[config.mk]
export PLATFORM = sky130hd
export DESIGN_NAME = luma_to_ascii_art_stream
export DESIGN_NICKNAME = d
export VERILOG_FILES = /design/src/l2a_pkg.sv /design/src/l2a_front.sv /design/src/l2a_queue.sv /design/src/l2a_back.sv /design/src/luma_to_ascii_art_stream.sv
export SDC_FILE = /design/constraint.sdc
export NUM_CORES = 1
export LEC_CHECK = 0
export BUFFER_PORTS_ARGS = -buffer_cell sky130_fd_sc_hd__buf_2
export CORE_MARGIN = 1
export CORE_UTILIZATION = 50
export DETAILED_ROUTE_END_ITERATION = 16
export PLACE_DENSITY = 0.77
export SKIP_CTS_REPAIR_TIMING = 1
export SYNTH_ARGS = -nofsm -noshare
export SYNTH_HDL_FRONTEND = slang
export SYNTH_SLANG_ARGS = --single-unit
export TNS_END_PERCENT = 5
[constraint.sdc]
create_clock -name clk -period 9.9 [get_ports clk]
set_input_delay 0.99 -clock clk [delete_from_list [all_inputs] [get_ports clk]]
set_output_delay 0.99 -clock clk [all_outputs]
set_load 0.01 [all_outputs]
[src/l2a_pkg.sv]
// Shared constants, types and the character ramp for the luma to ASCII-art stream.
package l2a_pkg;

  localparam int MAX_WIDTH   = 62;
  localparam int MAX_HEIGHT  = 255;
  localparam int RAMP_LEN    = 93;
  localparam int LUMA_OFFSET = 16;
  localparam int LUMA_SPAN   = 219;
  localparam int LUMA_SCALE  = 110;
  localparam int QUEUE_DEPTH = 4;
  localparam int QUEUE_AW    = $clog2(QUEUE_DEPTH);

  localparam logic [7:0] DASH_CHAR    = 8'h2D;
  localparam logic [7:0] NEWLINE_CHAR = 8'h0A;

  // Register indexes of the configuration port.
  localparam logic REG_WIDTH  = 1'b0;
  localparam logic REG_HEIGHT = 1'b1;

  // Ramp from dark to bright, as ASCII codes.
  localparam logic [7:0] RAMP [RAMP_LEN] = '{
    8'd32,  8'd32,  8'd96,  8'd46,  8'd45,  8'd39,  8'd58,  8'd95,  8'd44,  8'd94,
    8'd61,  8'd59,  8'd62,  8'd60,  8'd43,  8'd33,  8'd114, 8'd99,  8'd42,  8'd47,
    8'd122, 8'd63,  8'd115, 8'd108, 8'd116, 8'd118, 8'd41,  8'd106, 8'd55,  8'd40,
    8'd124, 8'd102, 8'd105, 8'd123, 8'd67,  8'd125, 8'd70,  8'd73,  8'd51,  8'd49,
    8'd84,  8'd76,  8'd117, 8'd91,  8'd110, 8'd101, 8'd111, 8'd90,  8'd53,  8'd89,
    8'd120, 8'd74,  8'd121, 8'd97,  8'd93,  8'd50,  8'd69,  8'd83,  8'd119, 8'd113,
    8'd107, 8'd80,  8'd54,  8'd104, 8'd57,  8'd100, 8'd52,  8'd86,  8'd112, 8'd79,
    8'd71,  8'd98,  8'd85,  8'd65,  8'd75,  8'd88,  8'd72,  8'd109, 8'd56,  8'd82,
    8'd68,  8'd35,  8'd36,  8'd66,  8'd103, 8'd48,  8'd77,  8'd78,  8'd87,  8'd81,
    8'd37,  8'd38,  8'd64
  };

  // One classified pixel, as handed from the front to the back.
  typedef struct packed {
    logic [7:0] glyph;
    logic       top;        // frame opens with this pixel: top border first
    logic       row_end;    // newline after the glyph
    logic       frame_end;  // bottom border after the newline
    logic [5:0] width;      // dashes per border line, at least one
  } cmd_t;

endpackage

[src/l2a_front.sv]
// Front end: configuration registers, raster counters and glyph lookup.
module l2a_front (
  input  logic            clk,
  input  logic            rst,
  input  logic            wr_en,
  input  logic            wr_index,
  input  logic [7:0]      wr_data,
  input  logic            accept,
  input  logic [7:0]      luma,
  output l2a_pkg::cmd_t   cmd
);
  import l2a_pkg::*;

  logic [5:0] width_in_use;
  logic [7:0] height_in_use;
  logic [5:0] column_count;
  logic [7:0] row_count;

  logic [5:0]  eff_w;
  logic [7:0]  eff_h;
  logic [7:0]  offset_v;
  logic [14:0] scaled;
  logic [6:0]  ramp_idx;
  logic        row_end;
  logic        frame_end;

  always_ff @(posedge clk) begin
    if (rst) begin
      width_in_use  <= 6'd32;
      height_in_use <= 8'd32;
    end else if (wr_en) begin
      unique case (wr_index)
        REG_WIDTH:  width_in_use  <= wr_data[5:0];
        REG_HEIGHT: height_in_use <= wr_data;
      endcase
    end
  end

  always_comb begin
    eff_w = width_in_use;
    if (width_in_use == 6'd0) eff_w = 6'd1;
    else if (width_in_use > 6'(MAX_WIDTH)) eff_w = 6'(MAX_WIDTH);
    eff_h = (height_in_use == 8'd0) ? 8'd1 : height_in_use;
  end

  always_comb begin
    if (luma < 8'(LUMA_OFFSET)) offset_v = 8'd0;
    else offset_v = luma - 8'(LUMA_OFFSET);
    if (offset_v > 8'(LUMA_SPAN)) offset_v = 8'(LUMA_SPAN);
    scaled   = 15'(offset_v) * 15'(LUMA_SCALE);
    ramp_idx = scaled[14:8];
    if (ramp_idx > 7'(RAMP_LEN - 1)) ramp_idx = 7'(RAMP_LEN - 1);
  end

  assign row_end   = column_count >= (eff_w - 6'd1);
  assign frame_end = row_end && (row_count >= (eff_h - 8'd1));

  always_comb begin
    cmd.glyph     = RAMP[ramp_idx];
    cmd.top       = (column_count == 6'd0) && (row_count == 8'd0);
    cmd.row_end   = row_end;
    cmd.frame_end = frame_end;
    cmd.width     = eff_w;
  end

  always_ff @(posedge clk) begin
    if (rst) begin
      column_count <= 6'd0;
      row_count    <= 8'd0;
    end else if (accept) begin
      if (row_end) begin
        column_count <= 6'd0;
        row_count    <= frame_end ? 8'd0 : row_count + 8'd1;
      end else begin
        column_count <= column_count + 6'd1;
      end
    end
  end

endmodule

[src/l2a_queue.sv]
// Short command queue between the front end and the character sequencer.
module l2a_queue (
  input  logic            clk,
  input  logic            rst,
  input  logic            wr,
  input  l2a_pkg::cmd_t   wr_cmd,
  output logic            full,
  input  logic            rd,
  output l2a_pkg::cmd_t   rd_cmd,
  output logic            nonempty
);
  import l2a_pkg::*;

  cmd_t                entries [QUEUE_DEPTH];
  logic [QUEUE_AW-1:0] wr_ptr;
  logic [QUEUE_AW-1:0] rd_ptr;
  logic [QUEUE_AW:0]   count;

  assign full     = count == (QUEUE_AW + 1)'(QUEUE_DEPTH);
  assign nonempty = count != '0;
  assign rd_cmd   = entries[rd_ptr];

  always_ff @(posedge clk) begin
    if (wr) entries[wr_ptr] <= wr_cmd;
  end

  always_ff @(posedge clk) begin
    if (rst) begin
      wr_ptr <= '0;
      rd_ptr <= '0;
      count  <= '0;
    end else begin
      if (wr) wr_ptr <= wr_ptr + 1'b1;
      if (rd) rd_ptr <= rd_ptr + 1'b1;
      unique case ({wr, rd})
        2'b10:   count <= count + 1'b1;
        2'b01:   count <= count - 1'b1;
        default: count <= count;
      endcase
    end
  end

endmodule

[src/l2a_back.sv]
// Back end: expands each command into characters and holds the output beat.
module l2a_back (
  input  logic            clk,
  input  logic            rst,
  input  logic            cmd_valid,
  input  l2a_pkg::cmd_t   cmd_in,
  output logic            cmd_take,
  output logic            empty,
  input  logic            pop,
  output logic [7:0]      character,
  output logic            last_of_item,
  output logic            end_of_frame
);
  import l2a_pkg::*;

  localparam logic [2:0] PH_TOP_DASH = 3'd0;
  localparam logic [2:0] PH_TOP_NL   = 3'd1;
  localparam logic [2:0] PH_GLYPH    = 3'd2;
  localparam logic [2:0] PH_ROW_NL   = 3'd3;
  localparam logic [2:0] PH_BOT_DASH = 3'd4;

  cmd_t       cur;
  logic       busy;
  logic [2:0] phase;
  logic [5:0] dash_cnt;
  logic       out_valid;
  logic       emit;

  logic [7:0] ch_next;
  logic       last_next;
  logic       eof_next;
  logic       done_next;
  logic [2:0] phase_next;
  logic       dash_last;

  assign empty     = !out_valid;
  assign emit      = busy && (!out_valid || pop);
  assign cmd_take  = !busy && cmd_valid;
  assign dash_last = dash_cnt == (cur.width - 6'd1);

  always_comb begin
    ch_next    = DASH_CHAR;
    last_next  = 1'b0;
    eof_next   = 1'b0;
    done_next  = 1'b0;
    phase_next = phase;
    unique case (phase)
      PH_TOP_DASH: begin
        if (dash_last) phase_next = PH_TOP_NL;
      end
      PH_TOP_NL: begin
        ch_next    = NEWLINE_CHAR;
        phase_next = PH_GLYPH;
      end
      PH_GLYPH: begin
        ch_next    = cur.glyph;
        last_next  = !cur.row_end;
        done_next  = !cur.row_end;
        phase_next = PH_ROW_NL;
      end
      PH_ROW_NL: begin
        ch_next    = NEWLINE_CHAR;
        last_next  = !cur.frame_end;
        done_next  = !cur.frame_end;
        phase_next = PH_BOT_DASH;
      end
      PH_BOT_DASH: begin
        last_next = dash_last;
        eof_next  = dash_last;
        done_next = dash_last;
      end
      default: begin
        done_next = 1'b1;
      end
    endcase
  end

  always_ff @(posedge clk) begin
    if (cmd_take) cur <= cmd_in;
    if (emit) begin
      character    <= ch_next;
      last_of_item <= last_next;
      end_of_frame <= eof_next;
    end
  end

  always_ff @(posedge clk) begin
    if (rst) begin
      busy      <= 1'b0;
      phase     <= PH_GLYPH;
      dash_cnt  <= 6'd0;
      out_valid <= 1'b0;
    end else begin
      if (emit) out_valid <= 1'b1;
      else if (pop) out_valid <= 1'b0;

      if (cmd_take) begin
        busy     <= 1'b1;
        phase    <= cmd_in.top ? PH_TOP_DASH : PH_GLYPH;
        dash_cnt <= 6'd0;
      end else if (emit) begin
        if (done_next) busy <= 1'b0;
        // Dash runs count up inside a phase and restart when the phase moves on.
        if (phase_next != phase) dash_cnt <= 6'd0;
        else dash_cnt <= dash_cnt + 6'd1;
        phase <= phase_next;
      end
    end
  end

endmodule

[src/luma_to_ascii_art_stream.sv]
// Top level of the luma to ASCII-art character stream.
// Luma pixels enter on the push/full side in raster order and come out as ASCII characters on
// the empty/pop side, one character per beat. The character sequencer loads each pixel's
// command from the four-deep queue and then emits its glyph; a pixel that ends a row also
// emits a newline. The top border adds one dash per column plus its newline, and the bottom
// border adds one dash per column. The front end accepts a pixel every cycle until the queue
// fills, so short bursts pass at full speed while the sequencer drains border runs.
// width_in_use and height_in_use are to be written through wr_en/wr_index/wr_data only while
// the block is idle; the block itself does not enforce this. A width of 0 acts as 1
// and a width of 63 acts as 62, a height of 0 acts as 1.
module luma_to_ascii_art_stream (
  input  logic       clk,
  input  logic       rst,
  input  logic       wr_en,
  input  logic       wr_index,
  input  logic [7:0] wr_data,
  input  logic       push,
  output logic       full,
  input  logic [7:0] luma,
  output logic       empty,
  input  logic       pop,
  output logic [7:0] character,
  output logic       last_of_item,
  output logic       end_of_frame
);
  import l2a_pkg::*;

  cmd_t front_cmd;
  cmd_t head_cmd;
  logic accept;
  logic head_valid;
  logic head_take;

  assign accept = push && !full;

  l2a_front u_front (
    .clk      (clk),
    .rst      (rst),
    .wr_en    (wr_en),
    .wr_index (wr_index),
    .wr_data  (wr_data),
    .accept   (accept),
    .luma     (luma),
    .cmd      (front_cmd)
  );

  l2a_queue u_queue (
    .clk      (clk),
    .rst      (rst),
    .wr       (accept),
    .wr_cmd   (front_cmd),
    .full     (full),
    .rd       (head_take),
    .rd_cmd   (head_cmd),
    .nonempty (head_valid)
  );

  l2a_back u_back (
    .clk          (clk),
    .rst          (rst),
    .cmd_valid    (head_valid),
    .cmd_in       (head_cmd),
    .cmd_take     (head_take),
    .empty        (empty),
    .pop          (pop),
    .character    (character),
    .last_of_item (last_of_item),
    .end_of_frame (end_of_frame)
  );

endmodule

=== Word level (Yosys, flattened, before mapping) ===
Memory sizes are Yosys's and may differ from the RTL's. A register that Yosys moved wholly into a read port is not among the register bits.
Index checks and enable logic that the tools add are counted.

* Shifts and indexed selects: 0
* Equal/unequal tests: 9
* Bitwise gates (word level): 2
* Add/sub/neg operators: 11
* Reductions and logical operators: 28
* Magnitude comparators: 7
* Div/mod/pow operators: 0
* Multiply operators: 1
* Multiplexer cells: 29

{| class="wikitable"
|+ Operators by type and width
! kind !! count
|-
| $mux W8 || 6
|-
| $mux W6 || 4
|-
| $logic_not A8 Y1 || 2
|-
| $pmux W8 S2 || 1
|-
| $mul A8 B6 Y14 const B || 1
|-
| $add A6 B1 Y6 const B || 2
|-
| $logic_not A6 Y1 || 2
|-
| $pmux W3 S4 || 1
|-
| $sub A6 B1 Y6 const B || 2
|-
| $mux W3 || 3
|-
| $add A8 B1 Y8 const B || 1
|-
| $ge A8 B8 Y1 || 1
|-
| $ge A8 B8 Y1 const B || 1
|-
| $gt A8 B8 Y1 const B || 1
|-
| $lt A8 B5 Y1 const B || 1
|-
| $not A7 Y8 || 1
|-
| $reduce_and A2 Y1 || 4
|-
| $reduce_bool A2 Y1 || 4
|-
| $sub A8 B1 Y8 const B || 1
|-
| $sub A8 B5 Y8 const B || 1
|-
| $gt A7 B7 Y1 const B || 1
|-
| $mux W1 || 7
|-
| $mux W7 || 1
|-
| $eq A3 B2 Y1 const B || 2
|-
| 22 further kinds || 36
|}

* Memories kept: 2
* Memory bits (writable): 68
* Logic and storage cells: 107
* Latch bits: 0
* Memory bits (read-only): 1024
* Input bits: 22
* Register bits: 72

{| class="wikitable"
|+ Memories
! name !! depth !! bits a word !! rd ports !! clocked after memory_dff !! write ports !! line !! source
|-
| (no name shown) || 128 || 8 || 1 || 0 || 0 || l2a_front.sv:59 || <nowiki>cmd.glyph = RAMP[ramp_idx];</nowiki>
|-
| u_queue.entries || 4 || 17 || 1 || 1 || 1 || l2a_queue.sv:14 || <nowiki>cmd_t entries [QUEUE_DEPTH];</nowiki>
|}

=== Longest topological paths before layout ===
* Depth in word-level cells: 11
* Gate-level depth with buffers: 28
* Gate-level depth less buffers: 28

=== Cells and area by module ===
A second synthesis with hierarchy kept.

* Cell total of the unflattened synthesis: 868
* Area, all modules: 9056.2 sq um

{| class="wikitable"
|+ By module, submodules not included
! module !! cells each !! instances !! seq. area each (sq um) !! area an instance (sq um)
|-
| l2a_front || 598 || 1 || 560.5 || 4491.8
|-
| l2a_queue || 136 || 1 || 2222.1 || 2927.8
|-
| l2a_back || 133 || 1 || 1001.0 || 1622.8
|-
| luma_to_ascii_art_stream || 1 || 1 || 0.0 || 13.8
|}

=== Worst setup path before layout ===
Ideal clock, no wire load.

* Kind: in2reg
* Start point: input luma[6]
* End point: memory u_queue.entries[0][10] (netlist name), data pin
* Stages: 25
* Library setup time: 0.226 ns
* Slack: 2.701 ns
* Data required time: 9.674 ns
* Buffers on the path: 2
* Data arrival time: 6.973 ns
* Cell sequence: nor3_1 -> mux2_2 -> nor2b_1 -> nand3_1 -> a21boi_0 -> inv_1 -> ha_1 -> fa_1 -> inv_1 -> fa_1 -> inv_1 -> ha_1 -> buf_2 -> a21o_1 -> a21oi_1 -> o21ai_4 -> xnor2_2 -> o41ai_4 -> a21oi_1 -> ha_1 -> clkbuf_1 -> nor2_1 -> o21a_1 -> o221a_1 -> o32ai_1

{| class="wikitable"
|+ RTL lines
! item !! line !! source
|-
| start, declared || luma_to_ascii_art_stream.sv:19 || <nowiki>input logic [7:0] luma,</nowiki>
|-
| end, declared || l2a_queue.sv:14 ||
|}

==> results.cfg <==
[setup_path]
cpMostUsedCell = sky130_fd_sc_hd__inv_1
crit_arrival_ns = 7.92
max_stage_delay_ns = 0.54
crit_required_ns = 10.03
path_max_fanout = 19
critPathSlowestCell = sky130_fd_sc_hd__fa_1
crit_path_end_kind = flip-flop
crit_buf_inv = 5
timing.reg2reg.setup_slack_ns = 6.25
critical-path-top-delay-family = adder cells
criticalPathCategory = input port to flip-flop
critical_path.startpoint_type = input port
regToRegStartpoint = u_front.height_in_use[2]
startpoint = luma[4]

[sta]
fin_tns_setup_ns = 0
achievable-frequency_ghz = 0.1283
rsz0062_at_grt = false
timing.final.hold_violations = 0
period_needed_ns = 7.791
slew-limit-headroom_pct = 28.95
final_setup_violation_count = 0
worstMarginPinSlew_ns = 1.064
drv_slew = 0
fin_worst_skew_ns = 0.005701
finalCritPeriodShare_pct = 78.70

[yosys]
synth.mux.area_fraction_pct = 5.538
asyncSetResetFlopFracSynth_pct = 0
cell_taking_the_most_area_after_synthesis = sky130_fd_sc_hd__edfxtp_1
synth_top_family_by_area = simple AND/OR/NAND/NOR gates
synth-edff-count = 88
yosys.area_share.adder_pct = 12.59
synthCells = 848
yosysUniqueCellTypes = 73
yosys_register_bits = 136
synth_top_cells_by_area = sky130_fd_sc_hd__edfxtp_1 (31%), sky130_fd_sc_hd__dfxtp_1 (11%), sky130_fd_sc_hd__ha_1 (8.9%)
post_synth_instance_area_sq_mm = 0.008608
avgSynthCellArea_sq_um = 10.15
synth-compound-area-share_pct = 14.99
area_share_of_xor_xnor_cells_in_the_synthesized_design_pct = 4.767
synth_top_area_share_pct = 30.70
synth_simple_gate_area_share_pct = 15.26
syn_nets = 947
ys.flop_type = sky130_fd_sc_hd__edfxtp_1
synth.yosys.seq_area_share_pct = 41.86
yosys_warnings = 0

[placed_design]
placement.cell_area_sq_mm = 0.008924
numPortBuffers = 32
hpwl_um = 12670
routabilityCongestion = 0.9254

[clocking]
cts-root-to-sink-buffers = 2
maximum_level_of_the_cts_h_tree = 4
clk_latency_ns = 0.41
cts_made_buffers = 17
path_clk_slew_ns = 0.06
cts_tree = built
numClockSinks = 136
clk_tree_root_cell = sky130_fd_sc_hd__clkbuf_16

[floorplan]
number_of_primary_i_o_pins = 34
initial_utilization_pct = 51.54
die_y_um = 133.2
width_of_the_die_um = 133.2
fp.dieArea_sq_mm = 0.01774
core_sq_mm = 0.01670
rows = 47

[run_status]
result_of_the_run = finished clean

[global_routing]
antenna_violations_before_repair = 0
global_route.overflow_total = 0
grt_usage_pct = 21.47
grt_pass1_wl_um = 30250
first_global_vias = 6202
grt_max_degree = 38

[min_path]
hold_path_startpoint = u_front.height_in_use[0]
worst_min_path_class = flip-flop to flip-flop

[layout]
post_route_cells_drive_above_1_share_pct = 12.31
antenna_cells = 0
nFillCells = 1360
layout.nets = 963
stdcell_area_sq_mm = 0.009514
area_taken_by_multi_input_logic_gates_sq_mm = 0.004581
reg_area_sq_mm = 0.003603
synthToLayoutAreaGrowth_pct = 10.52

[flow_run]
cap_viol_max_count = 0

[detailed_routing]
dr_total_vias = 6580
post_dr_wirelength_cell_um = 17.03
detail_route.first_pass.iterations = 5
wl_final_um = 18680
drtAntennaViolNets = 0
detailedRoute.firstIterationViolations = 707
drcViolationCount = 0
avgViaCountPerCell = 5.998
tightest hold or removal path, delay by kind of cell (launching register included):
| kind | cells | cell delay, ns |
|---|---|---|
| DFF | 1 | 0.32 |
| and+or+nand+nor | 1 | 0.05 |
| AOI/OAI and AO/OA | 1 | 0.05 |
logic make-up (layout without fill, tap and decap cells):
family / Yosys count / count (layout)
AOI/OAI and AO/OA: 186 / 186
buffers and inverters: 107 / 136
other: 1 / 1
DFF: 136 / 136
adders and majority gates: 77 / 77
and+or+nand+nor: 269 / 269
muxes: 26 / 26
xor gates and xnor gates: 46 / 46
cell usage after synthesis, types with 4 or more instances:
cell type / n
sky130_fd_sc_hd__a211oi_1: 12
sky130_fd_sc_hd__o32ai_1: 4
sky130_fd_sc_hd__o211ai_1: 10
sky130_fd_sc_hd__nand2_1: 68
sky130_fd_sc_hd__a21oi_1: 54
sky130_fd_sc_hd__o21bai_1: 4
sky130_fd_sc_hd__clkbuf_1: 33
sky130_fd_sc_hd__nand3_1: 23
sky130_fd_sc_hd__nor4_1: 8
sky130_fd_sc_hd__nand4_1: 12
sky130_fd_sc_hd__nand2b_1: 11
sky130_fd_sc_hd__o21ai_0: 29
sky130_fd_sc_hd__nor2b_1: 10
sky130_fd_sc_hd__fa_1: 16
sky130_fd_sc_hd__mux4_2: 17
sky130_fd_sc_hd__xnor2_1: 20
sky130_fd_sc_hd__a21o_1: 14
sky130_fd_sc_hd__nor2_1: 66
sky130_fd_sc_hd__inv_1: 61
sky130_fd_sc_hd__edfxtp_1: 88
sky130_fd_sc_hd__mux2i_1: 6
sky130_fd_sc_hd__and2_1: 9
sky130_fd_sc_hd__and3_1: 6
sky130_fd_sc_hd__or3_1: 10
sky130_fd_sc_hd__buf_2: 5
sky130_fd_sc_hd__ha_1: 61
sky130_fd_sc_hd__dfxtp_1: 48
sky130_fd_sc_hd__a311oi_1: 5
sky130_fd_sc_hd__xor2_1: 25
sky130_fd_sc_hd__or4_1: 4
sky130_fd_sc_hd__a31oi_1: 9
sky130_fd_sc_hd__nor3_1: 28
metrics by stage:
step                hold WS (ns)  worst slack, ns  std cells  utilization [%]
detailed placement        0.4636            1.796       1065            53.43
global placement          0.4593            1.939       1065            53.43
global route              0.4924            1.681       1097            56.97
floorplan                 0.4462            2.701        848                -
CTS                       0.4712            2.204       1097            56.97
finish                    0.4711            2.109       1097            56.97
sequential cells by signal (all words and copies together), names as in the netlist, named ones only:
register,cells
u_back.last_of_item,1
u_back.phase,3
u_front.height_in_use,8
u_back.out_valid,1
u_queue.entries,64
u_front.column_count,6
u_front.width_in_use,6
u_queue.rd_ptr,2
u_back.busy,1
u_queue.count,3
u_back.character,7
u_front.row_count,8
u_queue.wr_ptr,2
u_back.end_of_frame,1
u_back.cur,15
u_back.dash_cnt,6
area by class of cell:
cell class / instances / area share (%)
clock inverter: 12 / 1.289
tap: 220 / 2.893
clock buffer: 20 / 4.918
timing repair buffer: 41 / 2.393
sequential: 136 / 37.87
multi-input combinational: 605 / 48.15
inverter: 63 / 2.486
metal layers:
metal | vias up | part of all wire [%] | track usage, %
li1 | 3129 | - | -
met4 | 0 | 3.5 | 8.523
met5 | - | 0 | 0
met3 | 65 | 7.5 | 4.795
met2 | 314 | 47 | 34.41
met1 | 3072 | 42 | 28.35
layout by cell type (no fill, tap or decap), types with 14 or more instances in the layout:
| cell | Yosys | final |
|---|---|---|
| sky130_fd_sc_hd__ha_1 | 61 | 61 |
| sky130_fd_sc_hd__a21oi_1 | 54 | 54 |
| sky130_fd_sc_hd__nand3_1 | 23 | 23 |
| sky130_fd_sc_hd__o21ai_0 | 29 | 29 |
| sky130_fd_sc_hd__nor2_1 | 66 | 65 |
| sky130_fd_sc_hd__nor3_1 | 28 | 28 |
| sky130_fd_sc_hd__clkbuf_16 | 0 | 18 |
| sky130_fd_sc_hd__edfxtp_1 | 88 | 88 |
| sky130_fd_sc_hd__dfxtp_1 | 48 | 48 |
| sky130_fd_sc_hd__buf_2 | 5 | 32 |
| sky130_fd_sc_hd__inv_1 | 61 | 61 |
| sky130_fd_sc_hd__mux4_2 | 17 | 17 |
| sky130_fd_sc_hd__fa_1 | 16 | 16 |
| sky130_fd_sc_hd__xor2_1 | 25 | 25 |
| sky130_fd_sc_hd__a21o_1 | 14 | 14 |
| sky130_fd_sc_hd__nand2_1 | 68 | 68 |
| sky130_fd_sc_hd__xnor2_1 | 20 | 20 |
worst paths after layout:
| path | to | depth (start not counted) |
|---|---|---|
| max | u_queue.entries[2][12] | 26 |
| min | u_front.height_in_use[0] | 2 |
| max reg2reg | u_front.row_count[1] | 14 |
| min reg2reg | u_front.height_in_use[0] | 2 |
Power is left out: the tool's default activity adds up to more than one toggle a clock period on the data nets, which glitch-free logic cannot reach.
